## config.mk

```make
export PLATFORM = sky130hd
export DESIGN_NAME = rle_image_expand_unit
export DESIGN_NICKNAME = d
export VERILOG_FILES = /design/src/design/rie_pkg.sv /design/src/design/rie_parser.sv /design/src/design/rie_expander.sv /design/src/design/rle_image_expand_unit.sv
export SDC_FILE = /design/constraint.sdc
export NUM_CORES = 1
export LEC_CHECK = 0
export ABC_AREA = 1
export BUFFER_PORTS_ARGS = -buffer_cell sky130_fd_sc_hd__buf_2
export CORE_ASPECT_RATIO = 1.4
export CORE_MARGIN = 2
export CORE_UTILIZATION = 25
export DETAILED_ROUTE_END_ITERATION = 10
export GPL_ROUTABILITY_DRIVEN = 0
export HOLD_SLACK_MARGIN = 0.06
export RECOVER_POWER = 100
export SLEW_MARGIN = 20
export SYNTH_ARGS = -nofsm -noshare
export SYNTH_HDL_FRONTEND = slang
export SYNTH_SLANG_ARGS = --single-unit
```

## constraint.sdc

```tcl
create_clock -name clock -period 21.2 [get_ports clock]
set_input_delay 2.12 -clock clock [delete_from_list [all_inputs] [get_ports clock]]
set_output_delay 2.12 -clock clock [all_outputs]
set_load 0.01 [all_outputs]
```

## src/design/rie_pkg.sv

```systemverilog
// ----------------------------------------------------------------------------
// rie_pkg
// shared types and constants of the run-length image expander
// ----------------------------------------------------------------------------
package rie_pkg;

   localparam int HEADER_BYTES_DEFAULT = 10;
   localparam int PIXELS_PER_RESULT    = 4;
   localparam int RUN_WIDTH            = 8;
   localparam int LEFT_WIDTH           = 33;

   localparam logic [1:0] FMT_VALUE8   = 2'd0;
   localparam logic [1:0] FMT_RGBA5551 = 2'd1;
   localparam logic [1:0] FMT_RGBA32   = 2'd2;

   localparam logic REG_PIXEL_FORMAT = 1'b0;

   typedef struct packed {
      logic [7:0] stream_byte;
      logic       frame_start;
   } req_type;

   typedef struct packed {
      logic [31:0] pixel_0;
      logic [31:0] pixel_1;
      logic [31:0] pixel_2;
      logic [31:0] pixel_3;
      logic [2:0]  pixel_count;
      logic        run_last;
      logic        image_done;
   } rsp_type;

   typedef struct packed {
      logic                 load;
      logic [31:0]          pix;
      logic [RUN_WIDTH-1:0] length;
      logic                 done;
   } run_type;

endpackage

```

## src/design/rie_parser.sv

```systemverilog
// ----------------------------------------------------------------------------
// rie_parser
// header and record parser, turns accepted stream bytes into runs
// ----------------------------------------------------------------------------
module rie_parser #(
   parameter int HEADER_BYTES = rie_pkg::HEADER_BYTES_DEFAULT
) (
   input  logic             clock,
   input  logic             reset,
   input  logic             accept,
   input  rie_pkg::req_type req,
   input  logic [1:0]       pixel_format,
   output rie_pkg::run_type run
);
   import rie_pkg::*;

   localparam int PW = $clog2(HEADER_BYTES);
   localparam logic [PW-1:0] HDR_END = PW'(HEADER_BYTES - 1);

   logic [PW-1:0]         phase_ff, phase_in, phase_c;
   logic                  in_header_ff, in_header_in, in_header_c;
   logic [15:0]           width_ff, width_in, width_c;
   logic [15:0]           height_ff, height_in, height_c;
   logic [LEFT_WIDTH-1:0] left_ff, left_in, left_c, left_dec;
   logic [RUN_WIDTH-1:0]  rl_ff, rl_in, rl_c;
   logic [7:0]            red_ff, red_in, red_c;
   logic [7:0]            green_ff, green_in, green_c;
   logic                  fin_ff, fin_in, fin_c;
   logic [15:0]           height_hdr;
   logic [31:0]           area;
   logic [7:0]            b;
   logic                  emit;
   logic [31:0]           pix;
   logic [RUN_WIDTH-1:0]  n;

   assign b          = req.stream_byte;
   // height low byte may arrive on the last header byte of a short header
   assign height_hdr = (phase_c == PW'(3)) ? {height_c[15:8], b} : height_c;
   assign area       = width_c * height_hdr;
   assign left_dec   = left_c - LEFT_WIDTH'(rl_c);

   always_comb begin
      if (req.frame_start) begin
         phase_c     = '0;
         in_header_c = 1'b1;
         width_c     = '0;
         height_c    = '0;
         left_c      = '0;
         rl_c        = '0;
         red_c       = '0;
         green_c     = '0;
         fin_c       = 1'b0;
      end else begin
         phase_c     = phase_ff;
         in_header_c = in_header_ff;
         width_c     = width_ff;
         height_c    = height_ff;
         left_c      = left_ff;
         rl_c        = rl_ff;
         red_c       = red_ff;
         green_c     = green_ff;
         fin_c       = fin_ff;
      end
   end

   always_comb begin
      phase_in     = phase_c;
      in_header_in = in_header_c;
      width_in     = width_c;
      height_in    = height_c;
      left_in      = left_c;
      rl_in        = rl_c;
      red_in       = red_c;
      green_in     = green_c;
      fin_in       = fin_c;
      emit         = 1'b0;
      pix          = {24'd0, b};
      n            = rl_c;
      if (fin_c) begin
         emit = 1'b0;
      end else if (in_header_c) begin
         if (phase_c == PW'(0)) width_in  = {b, width_c[7:0]};
         if (phase_c == PW'(1)) width_in  = {width_c[15:8], b};
         if (phase_c == PW'(2)) height_in = {b, height_c[7:0]};
         if (phase_c == PW'(3)) height_in = {height_c[15:8], b};
         phase_in = phase_c + PW'(1);
         if (phase_c == HDR_END) begin
            in_header_in = 1'b0;
            phase_in     = '0;
            left_in      = LEFT_WIDTH'(area);
            if (pixel_format == FMT_VALUE8 && area == 32'd0) fin_in = 1'b1;
         end
      end else if (phase_c == PW'(0)) begin
         rl_in    = b;
         phase_in = PW'(1);
      end else if (pixel_format != FMT_VALUE8 && phase_c == PW'(1)) begin
         red_in   = b;
         phase_in = PW'(2);
      end else if (pixel_format != FMT_VALUE8 && phase_c == PW'(2)) begin
         green_in = b;
         phase_in = PW'(3);
      end else begin
         if (pixel_format == FMT_VALUE8) begin
            pix = {24'd0, b};
            n   = rl_c;
         end else begin
            if (pixel_format == FMT_RGBA5551) begin
               pix = {16'd0, b[7:3], green_c[7:3], red_c[7:3], 1'b1};
            end else begin
               pix = {8'hFF, red_c, green_c, b};
            end
            n = (rl_c != '0) ? rl_c : RUN_WIDTH'(1);
         end
         phase_in = '0;
         left_in  = left_dec;
         if (left_dec[LEFT_WIDTH-1] || left_dec == '0) fin_in = 1'b1;
         emit = (n != '0);
      end
   end

   assign run.load   = accept && emit;
   assign run.pix    = pix;
   assign run.length = n;
   assign run.done   = fin_in;

   always_ff @(posedge clock) begin
      if (reset) begin
         phase_ff     <= '0;
         in_header_ff <= 1'b1;
         width_ff     <= '0;
         height_ff    <= '0;
         left_ff      <= '0;
         rl_ff        <= '0;
         red_ff       <= '0;
         green_ff     <= '0;
         fin_ff       <= 1'b0;
      end else if (accept) begin
         phase_ff     <= phase_in;
         in_header_ff <= in_header_in;
         width_ff     <= width_in;
         height_ff    <= height_in;
         left_ff      <= left_in;
         rl_ff        <= rl_in;
         red_ff       <= red_in;
         green_ff     <= green_in;
         fin_ff       <= fin_in;
      end
   end

endmodule

```

## src/design/rie_expander.sv

```systemverilog
// ----------------------------------------------------------------------------
// rie_expander
// run register that splits a run into pixel groups, and the result register
// ----------------------------------------------------------------------------
module rie_expander (
   input  logic             clock,
   input  logic             reset,
   input  rie_pkg::run_type run,
   output logic             busy,
   output logic             rsp_valid,
   input  logic             rsp_stall,
   output rie_pkg::rsp_type rsp_data
);
   import rie_pkg::*;

   logic                 active_ff, active_in;
   logic [31:0]          pix_ff;
   logic [RUN_WIDTH-1:0] left_ff, left_in, rem;
   logic                 done_ff;
   logic                 valid_ff, valid_in;
   rsp_type              data_ff, data_in;
   logic                 out_load;
   logic [2:0]           take;

   assign out_load = !valid_ff || !rsp_stall;
   assign take     = (left_ff > RUN_WIDTH'(PIXELS_PER_RESULT)) ? 3'(PIXELS_PER_RESULT)
                                                               : left_ff[2:0];
   assign rem      = left_ff - RUN_WIDTH'(take);
   assign busy     = active_ff && !(out_load && rem == '0);

   always_comb begin
      active_in = active_ff;
      left_in   = left_ff;
      valid_in  = valid_ff;
      data_in   = data_ff;
      if (out_load) begin
         valid_in = active_ff;
         if (active_ff) begin
            data_in.pixel_0     = (take > 3'd0) ? pix_ff : 32'd0;
            data_in.pixel_1     = (take > 3'd1) ? pix_ff : 32'd0;
            data_in.pixel_2     = (take > 3'd2) ? pix_ff : 32'd0;
            data_in.pixel_3     = (take > 3'd3) ? pix_ff : 32'd0;
            data_in.pixel_count = take;
            data_in.run_last    = (rem == '0);
            data_in.image_done  = (rem == '0) && done_ff;
            left_in             = rem;
            active_in           = (rem != '0);
         end
      end
      if (run.load) begin
         active_in = 1'b1;
         left_in   = run.length;
      end
   end

   always_ff @(posedge clock) begin
      if (reset) begin
         active_ff <= 1'b0;
         valid_ff  <= 1'b0;
      end else begin
         active_ff <= active_in;
         valid_ff  <= valid_in;
      end
   end

   always_ff @(posedge clock) begin
      left_ff <= left_in;
      data_ff <= data_in;
      if (run.load) begin
         pix_ff  <= run.pix;
         done_ff <= run.done;
      end
   end

   assign rsp_valid = valid_ff;
   assign rsp_data  = data_ff;

endmodule

```

## src/design/rle_image_expand_unit.sv

```systemverilog
// ----------------------------------------------------------------------------
// rle_image_expand_unit
// run-length image decoder producing groups of up to four pixels
// ----------------------------------------------------------------------------
// req_* carries one compressed byte per transfer; frame_start marks the first
// header byte of a new image. rsp_* carries a group of up to four identical
// pixels with count, run_last and image_done. pixel_format is written over the
// apb-style port at address 0, by the user only while the block is idle; the
// block itself does not enforce it. header bytes and record bytes that do not
// close a record are taken one per cycle. the byte that closes a record loads
// the run register; the result register then sends one group per cycle unless
// stalled, ceil(n/4) groups for a run of n pixels, and the next byte is taken
// in the cycle the last group moves on. a run's first group passes the run
// register, then the result register. a stalled receiver holds the result
// register; the run register keeps its group until then and req_stall stays
// high while a run is pending. reset clears the parser (header expected), the
// run and the result valid, and sets pixel_format to the eight-bit mode.
// ----------------------------------------------------------------------------
module rle_image_expand_unit #(
   parameter int HEADER_BYTES = rie_pkg::HEADER_BYTES_DEFAULT
) (
   input  logic             clock,
   input  logic             reset,
   input  logic             req_valid,
   output logic             req_stall,
   input  rie_pkg::req_type req_data,
   output logic             rsp_valid,
   input  logic             rsp_stall,
   output rie_pkg::rsp_type rsp_data,
   input  logic             psel,
   input  logic             penable,
   input  logic             pwrite,
   input  logic [2:0]       paddr,
   input  logic [31:0]      pwdata,
   output logic [31:0]      prdata,
   output logic             pready
);
   import rie_pkg::*;

   logic [1:0] fmt_ff;
   logic       accept;
   logic       busy;
   run_type    run;

   assign pready    = 1'b1;
   assign req_stall = busy;
   assign accept    = req_valid && !busy;

   always_ff @(posedge clock) begin
      if (reset) begin
         fmt_ff <= FMT_VALUE8;
      end else if (psel && penable && pwrite && pready && paddr[2] == REG_PIXEL_FORMAT) begin
         fmt_ff <= pwdata[1:0];
      end
   end

   assign prdata = (paddr[2] == REG_PIXEL_FORMAT) ? {30'd0, fmt_ff} : 32'd0;

   rie_parser #(
      .HEADER_BYTES(HEADER_BYTES)
   ) u_parser (
      .clock       (clock),
      .reset       (reset),
      .accept      (accept),
      .req         (req_data),
      .pixel_format(fmt_ff),
      .run         (run)
   );

   rie_expander u_expander (
      .clock    (clock),
      .reset    (reset),
      .run      (run),
      .busy     (busy),
      .rsp_valid(rsp_valid),
      .rsp_stall(rsp_stall),
      .rsp_data (rsp_data)
   );

   a_done_last : assert property (@(posedge clock) disable iff (reset)
      rsp_valid && rsp_data.image_done |-> rsp_data.run_last)
      else $error("image_done without run_last");

   a_count_range : assert property (@(posedge clock) disable iff (reset)
      rsp_valid |-> rsp_data.pixel_count != 3'd0 && rsp_data.pixel_count <= 3'd4)
      else $error("pixel_count out of range");

   a_unused_zero : assert property (@(posedge clock) disable iff (reset)
      rsp_valid && rsp_data.pixel_count < 3'd4 |-> rsp_data.pixel_3 == 32'd0)
      else $error("unused pixel field not zero");

   a_short_last : assert property (@(posedge clock) disable iff (reset)
      rsp_valid && rsp_data.pixel_count < 3'd4 |-> rsp_data.run_last)
      else $error("partial group not last of run");

endmodule
```

After elaboration in Yosys (flattened, before gate mapping)
Cells that the tools add are included.
W data, S select, Z words.
Storage, ports and cells
  bits in registers: 273
  output and inout port bits: 168
Operators by class
  reduce and logical (&&, ||, !) cells: 32
  $lt $le $gt $ge: 5
  multiplexer cells: 85
  bitwise gates (word level): 1
  multipliers: 1
  equality and inequality tests: 5
  add/sub/neg operators: 3
Operators with widths (count)
  $mux W8: 37
  $mux W33: 7
  $mux W16: 10
  $logic_not A33 Y1: 1
  $sub A33 B8 Y33: 1
  $logic_not A32 Y1: 1
  $mul A16 B16 Y32: 1
  $mux W32: 1
  $mux W4: 6
  $reduce_bool A8 Y1: 3
  $mux W1: 21
  $logic_and A1 B1 Y1: 11
  $eq A4 B2 Y1 const B: 2
  $gt A8 B3 Y1 const B: 1
  $logic_not A8 Y1: 1
  $sub A8 B3 Y8: 1
  $reduce_or A7 Y1: 1
  $gt A3 B1 Y1 const B: 2
  $gt A3 B2 Y1 const B: 2
  $reduce_bool A2 Y1: 3
  $reduce_or A6 Y1: 1
  $add A4 B1 Y4 const B: 1
  $eq A4 B1 Y1 const B: 1
  $eq A4 B4 Y1 const B: 1
  other kinds (9): 15

Logic depth before layout (Yosys ltp)
  depth in word-level cells: 18
  gate-level depth with buffers: 40

By module
Synthesis repeated with hierarchy kept, for this count alone.
Unflattened totals
  cells, all modules: 3068
  area total of the unflattened synthesis: 23371.2 µm²
By module, submodules not included
  rie_parser: instances 1, cells each 2546, sequential area each 1901.8 µm², area each 16563.4 µm²
  rie_expander: instances 1, cells each 463, sequential area each 5265.0 µm², area each 6429.9 µm²
  rle_image_expand_unit: instances 1, cells each 59, sequential area each 40.0 µm², area each 377.9 µm²

Least setup slack after synthesis
OpenSTA, ideal clock, no wires.
  path type: input to register
  from: in req_data[0] (netlist name)
  to: reg u_expander.done_ff, data pin
  arrival time: 8.102 ns
  slack: 12.841 ns
  setup time: 0.257 ns
  stages on the path: 31
  cell sequence: inv_2 > buf_6 > buf_2 > buf_2 > buf_1 > nand2_1 > inv_1 > clkbuf_1 > nand2_1 > fa_1 > fa_1 > inv_1 > fa_1 > fa_1 > fa_1 > inv_1 > fa_1 > inv_1 > ha_1 > nand2_1 > nor2_1 > inv_1 > o21ai_0 > inv_1 > nand2_1 > xor2_1 > nor2_1 > nand3_1 > nor2_1 > nor2_1 > nand2_1
RTL lines
  from (decl): line rle_image_expand_unit.sv:26  | input rie_pkg::req_type req_data,
  to (signal assigned): line rie_expander.sv:71  | done_ff <= run.done;
  to (decl): line rie_expander.sv:19  | logic done_ff;

==> results.cfg <==
[status]
outcome = finished with violations
violations = max-capacitance violations, max-slew violations

[critical_path]
worstSetupEndpointType = register
critPathRequiredTime_ns = 21.58
r2r_end = u_expander.done_ff
startpoint = req_data[0]
r2r_slack_ns = 12.85
endpoint = u_expander.done_ff
worstSetupPathType = in -> reg
ff2ff_path_depth = 28
crit_arrival_ns = 13.29
cp_slowest_stage_delay_ns = 2.56
worstReg2RegStart = u_parser.phase_ff[0]
cpMostUsedCell = nand2_1
cp_max_fo = 68
crit_path_top_delay_cell = clkbuf_1
cp-start-kind = input port

[sta]
final-hold-violation-count = 0
tns_ns = 0
post-route-min-period_ns = 12.91
timing.fmax_mhz = 77.5
rsz0062_at_grt = false
skew_ns = 0.0306
final_max_slew_viol_count = 301
setup_violations = 0
maxSlewHeadroom = -1.43
finalCritPeriodShare = 0.609
worst_pin_slew_ns = 3.65

[yosys]
yosys.area.top_type = edfxtp_1
synth_top_area_frac = 0.189
ys_top_cells_by_area = edfxtp_1 19%, fa_1 18%, nand2_1 13%
ys_seq_elements = 238
synth_edf_count = 139
synth_flop_cell = edfxtp_1
postSynthAreaPerCell_um2 = 7.23
yosysSeqAreaShare = 0.279
synth_cells = 3057
synth.top_cells.by_count = 792 x nand2_1, 571 x inv_1, 495 x nor2_1, 195 x fa_1, 144 x o21ai_0
synth_area_um2 = 22100
synth.most_common_cell = nand2_1
yosysUniqueCellTypes = 48
async_flop_share = 0
yosysWarnings = 0

[power]
p_int_mw = 0.803
total_power_mw = 1.20
p_leak_nw = 11.6
switching_share = 0.330
pwr_density_cell_nw_per_um2 = 49.4
clock_power_share = 0.351
p_sw_mw = 0.396
p_comb_frac = 0.225
peakVddDrop_mv = 0.0441
seqPwrFrac = 0.424

[cts]
cts_resized = 0
ctsHtreeMaxLevel = 1
cts_num_sinks = 238
post-cts-setup-buffers = 0
clk_latency_ns = 0.55
clk_path_buf_depth = 3
clk_pin_slew_worst_paths_ns = 0.07
cts-root-buf = clkbuf_16
cts_tree = built
cts_buffers = 23
hold_buffers = 0

[floorplan]
die_area_um2 = 90800
start_util = 0.251
die_y_um = 356
ios = 219
die_w_um = 255
rows = 129
core_um2 = 88000

[final_layout]
nFillCells = 9659
drive_gt1_frac = 0.0292
seq_area_um2 = 6160
multi_input_area_um2 = 13000
area_growth_pct = 9.74
nets = 3496
antennaDiodeCount = 0

[route]
via_count = 19478
first_pass_iters = 5
vias_per_cell = 4.50
drtIter0Drc = 1228
wirelength_um = 66700
drtAntennaViolNets = 0
drc_errors = 0
wl_per_cell_um = 15.4

[global_route]
grt_pass1_vias = 19228
grt_usage = 0.145
grt_pass1_wl_um = 105000
grt_max_degree = 82
gr-total-overflow = 0
antenna_found_initial = 1

[flow_run]
cap_violations = 6

[placed_design]
dpl.hpwl_um = 51500
port_buffers = 155

[min_path]
hold_class = reg -> reg
critical path: cells and delay by family:
family,cells,cell delay [ns]
fa+ha+maj,7,3.32
buf+inv,9,4.37
simple gates,15,3.42
power groups by stage:
stage / registers [mW] / logic [mW] / clock network, mW
2_1_floorplan: 0.514 / 0.193 / 0
6_report: 0.508 / 0.270 / 0.421
5_1_grt: 0.509 / 0.302 / 0.442
4_1_cts: 0.508 / 0.269 / 0.430
3_3_place_gp: 0.518 / 0.266 / 0
3_5_place_dp: 0.518 / 0.267 / 0
final cells by class:
cell class | instances | share of cell area
repair buffers | 175 | 0.0296
flip-flops and latches | 238 | 0.254
inverters | 591 | 0.0915
multi-input cells | 2108 | 0.534
well taps | 1179 | 0.0608
clock inverters | 16 | 0.00614
clock buffers | 25 | 0.0240
flip-flops by register name (all words and copies together) (netlist names):
signal / cells
fmt_ff: 2
u_expander.active_ff: 1
u_expander.done_ff: 1
u_expander.left_ff: 8
u_expander.pix_ff: 25
u_expander.rsp_data: 105
u_expander.rsp_valid: 1
u_parser.fin_ff: 1
u_parser.green_ff: 8
u_parser.height_ff: 16
u_parser.in_header_ff: 1
u_parser.left_ff: 33
u_parser.phase_ff: 4
u_parser.red_ff: 8
u_parser.rl_ff: 8
u_parser.width_ff: 16
placed cells by master (no fill, tap or decap), types with 20 or more instances in the layout:
cell       Yosys  routed
edfxtp_1     139     139
a21oi_1       94      94
nand3_1       91      93
fa_1         195     195
nand2_1      792     798
inv_1        571     572
nand4_1       20      20
dfxtp_1       99      99
nor2_1       495     493
conb_1         2      32
clkbuf_1      55     148
ha_1         113     113
o21ai_0      144     151
clkbuf_16      0      23
metal layers:
metal  track usage  wire [um]  vias to the layer above
li1              -          -                     9430
met5             0          7                        -
met3        0.0154       3920                      196
met1         0.153      24200                     9108
met2         0.277      34200                      742
met4        0.0864       4350                        2
cell families (layout without fill, tap and decap cells):
kind of cell               after synthesis  count (layout)  synth area share
AOI/OAI and AO/OA                      302             302            0.0748
xor gates and xnor gates                15              15           0.00594
adders and majority gates              308             308             0.241
buffers and inverters                  741             807             0.139
DFF                                    238             238             0.279
muxes                                    1               1          0.000509
other                                    2              32          0.000340
and+or+nand+nor                       1450            1450             0.260
worst min-delay path by stage:
stage,endpoint,from,cells after the start,slack (ns)
after detailed placement,u_parser.left_ff[1],u_parser.left_ff[1],2,0.45
final,u_parser.left_ff[1],u_parser.left_ff[1],2,0.46
after floorplan,u_parser.height_ff[4],u_parser.height_ff[4],2,0.43
after global placement,u_parser.width_ff[0],u_parser.width_ff[0],2,0.44
after global routing,u_parser.left_ff[1],u_parser.left_ff[1],2,0.47
after CTS,u_parser.left_ff[1],u_parser.left_ff[1],2,0.46
stage by stage:
| step | instances | utilization | cell area (um2) | hold slack, ns | setup WS [ns] |
|---|---|---|---|---|---|
| after floorplan | 3087 | - | 22200 | 0.430 | 12.84 |
| after global placement | 4291 | 0.270 | 23800 | 0.442 | 10.78 |
| after detailed placement | 4291 | 0.270 | 23800 | 0.446 | 10.77 |
| after CTS | 4332 | 0.279 | 24500 | 0.456 | 11.29 |
| after global routing | 4332 | 0.276 | 24300 | 0.473 | 7.81 |
| final | 4332 | 0.276 | 24300 | 0.457 | 8.29 |
Note: power is estimated with default switching activity, not from simulation.
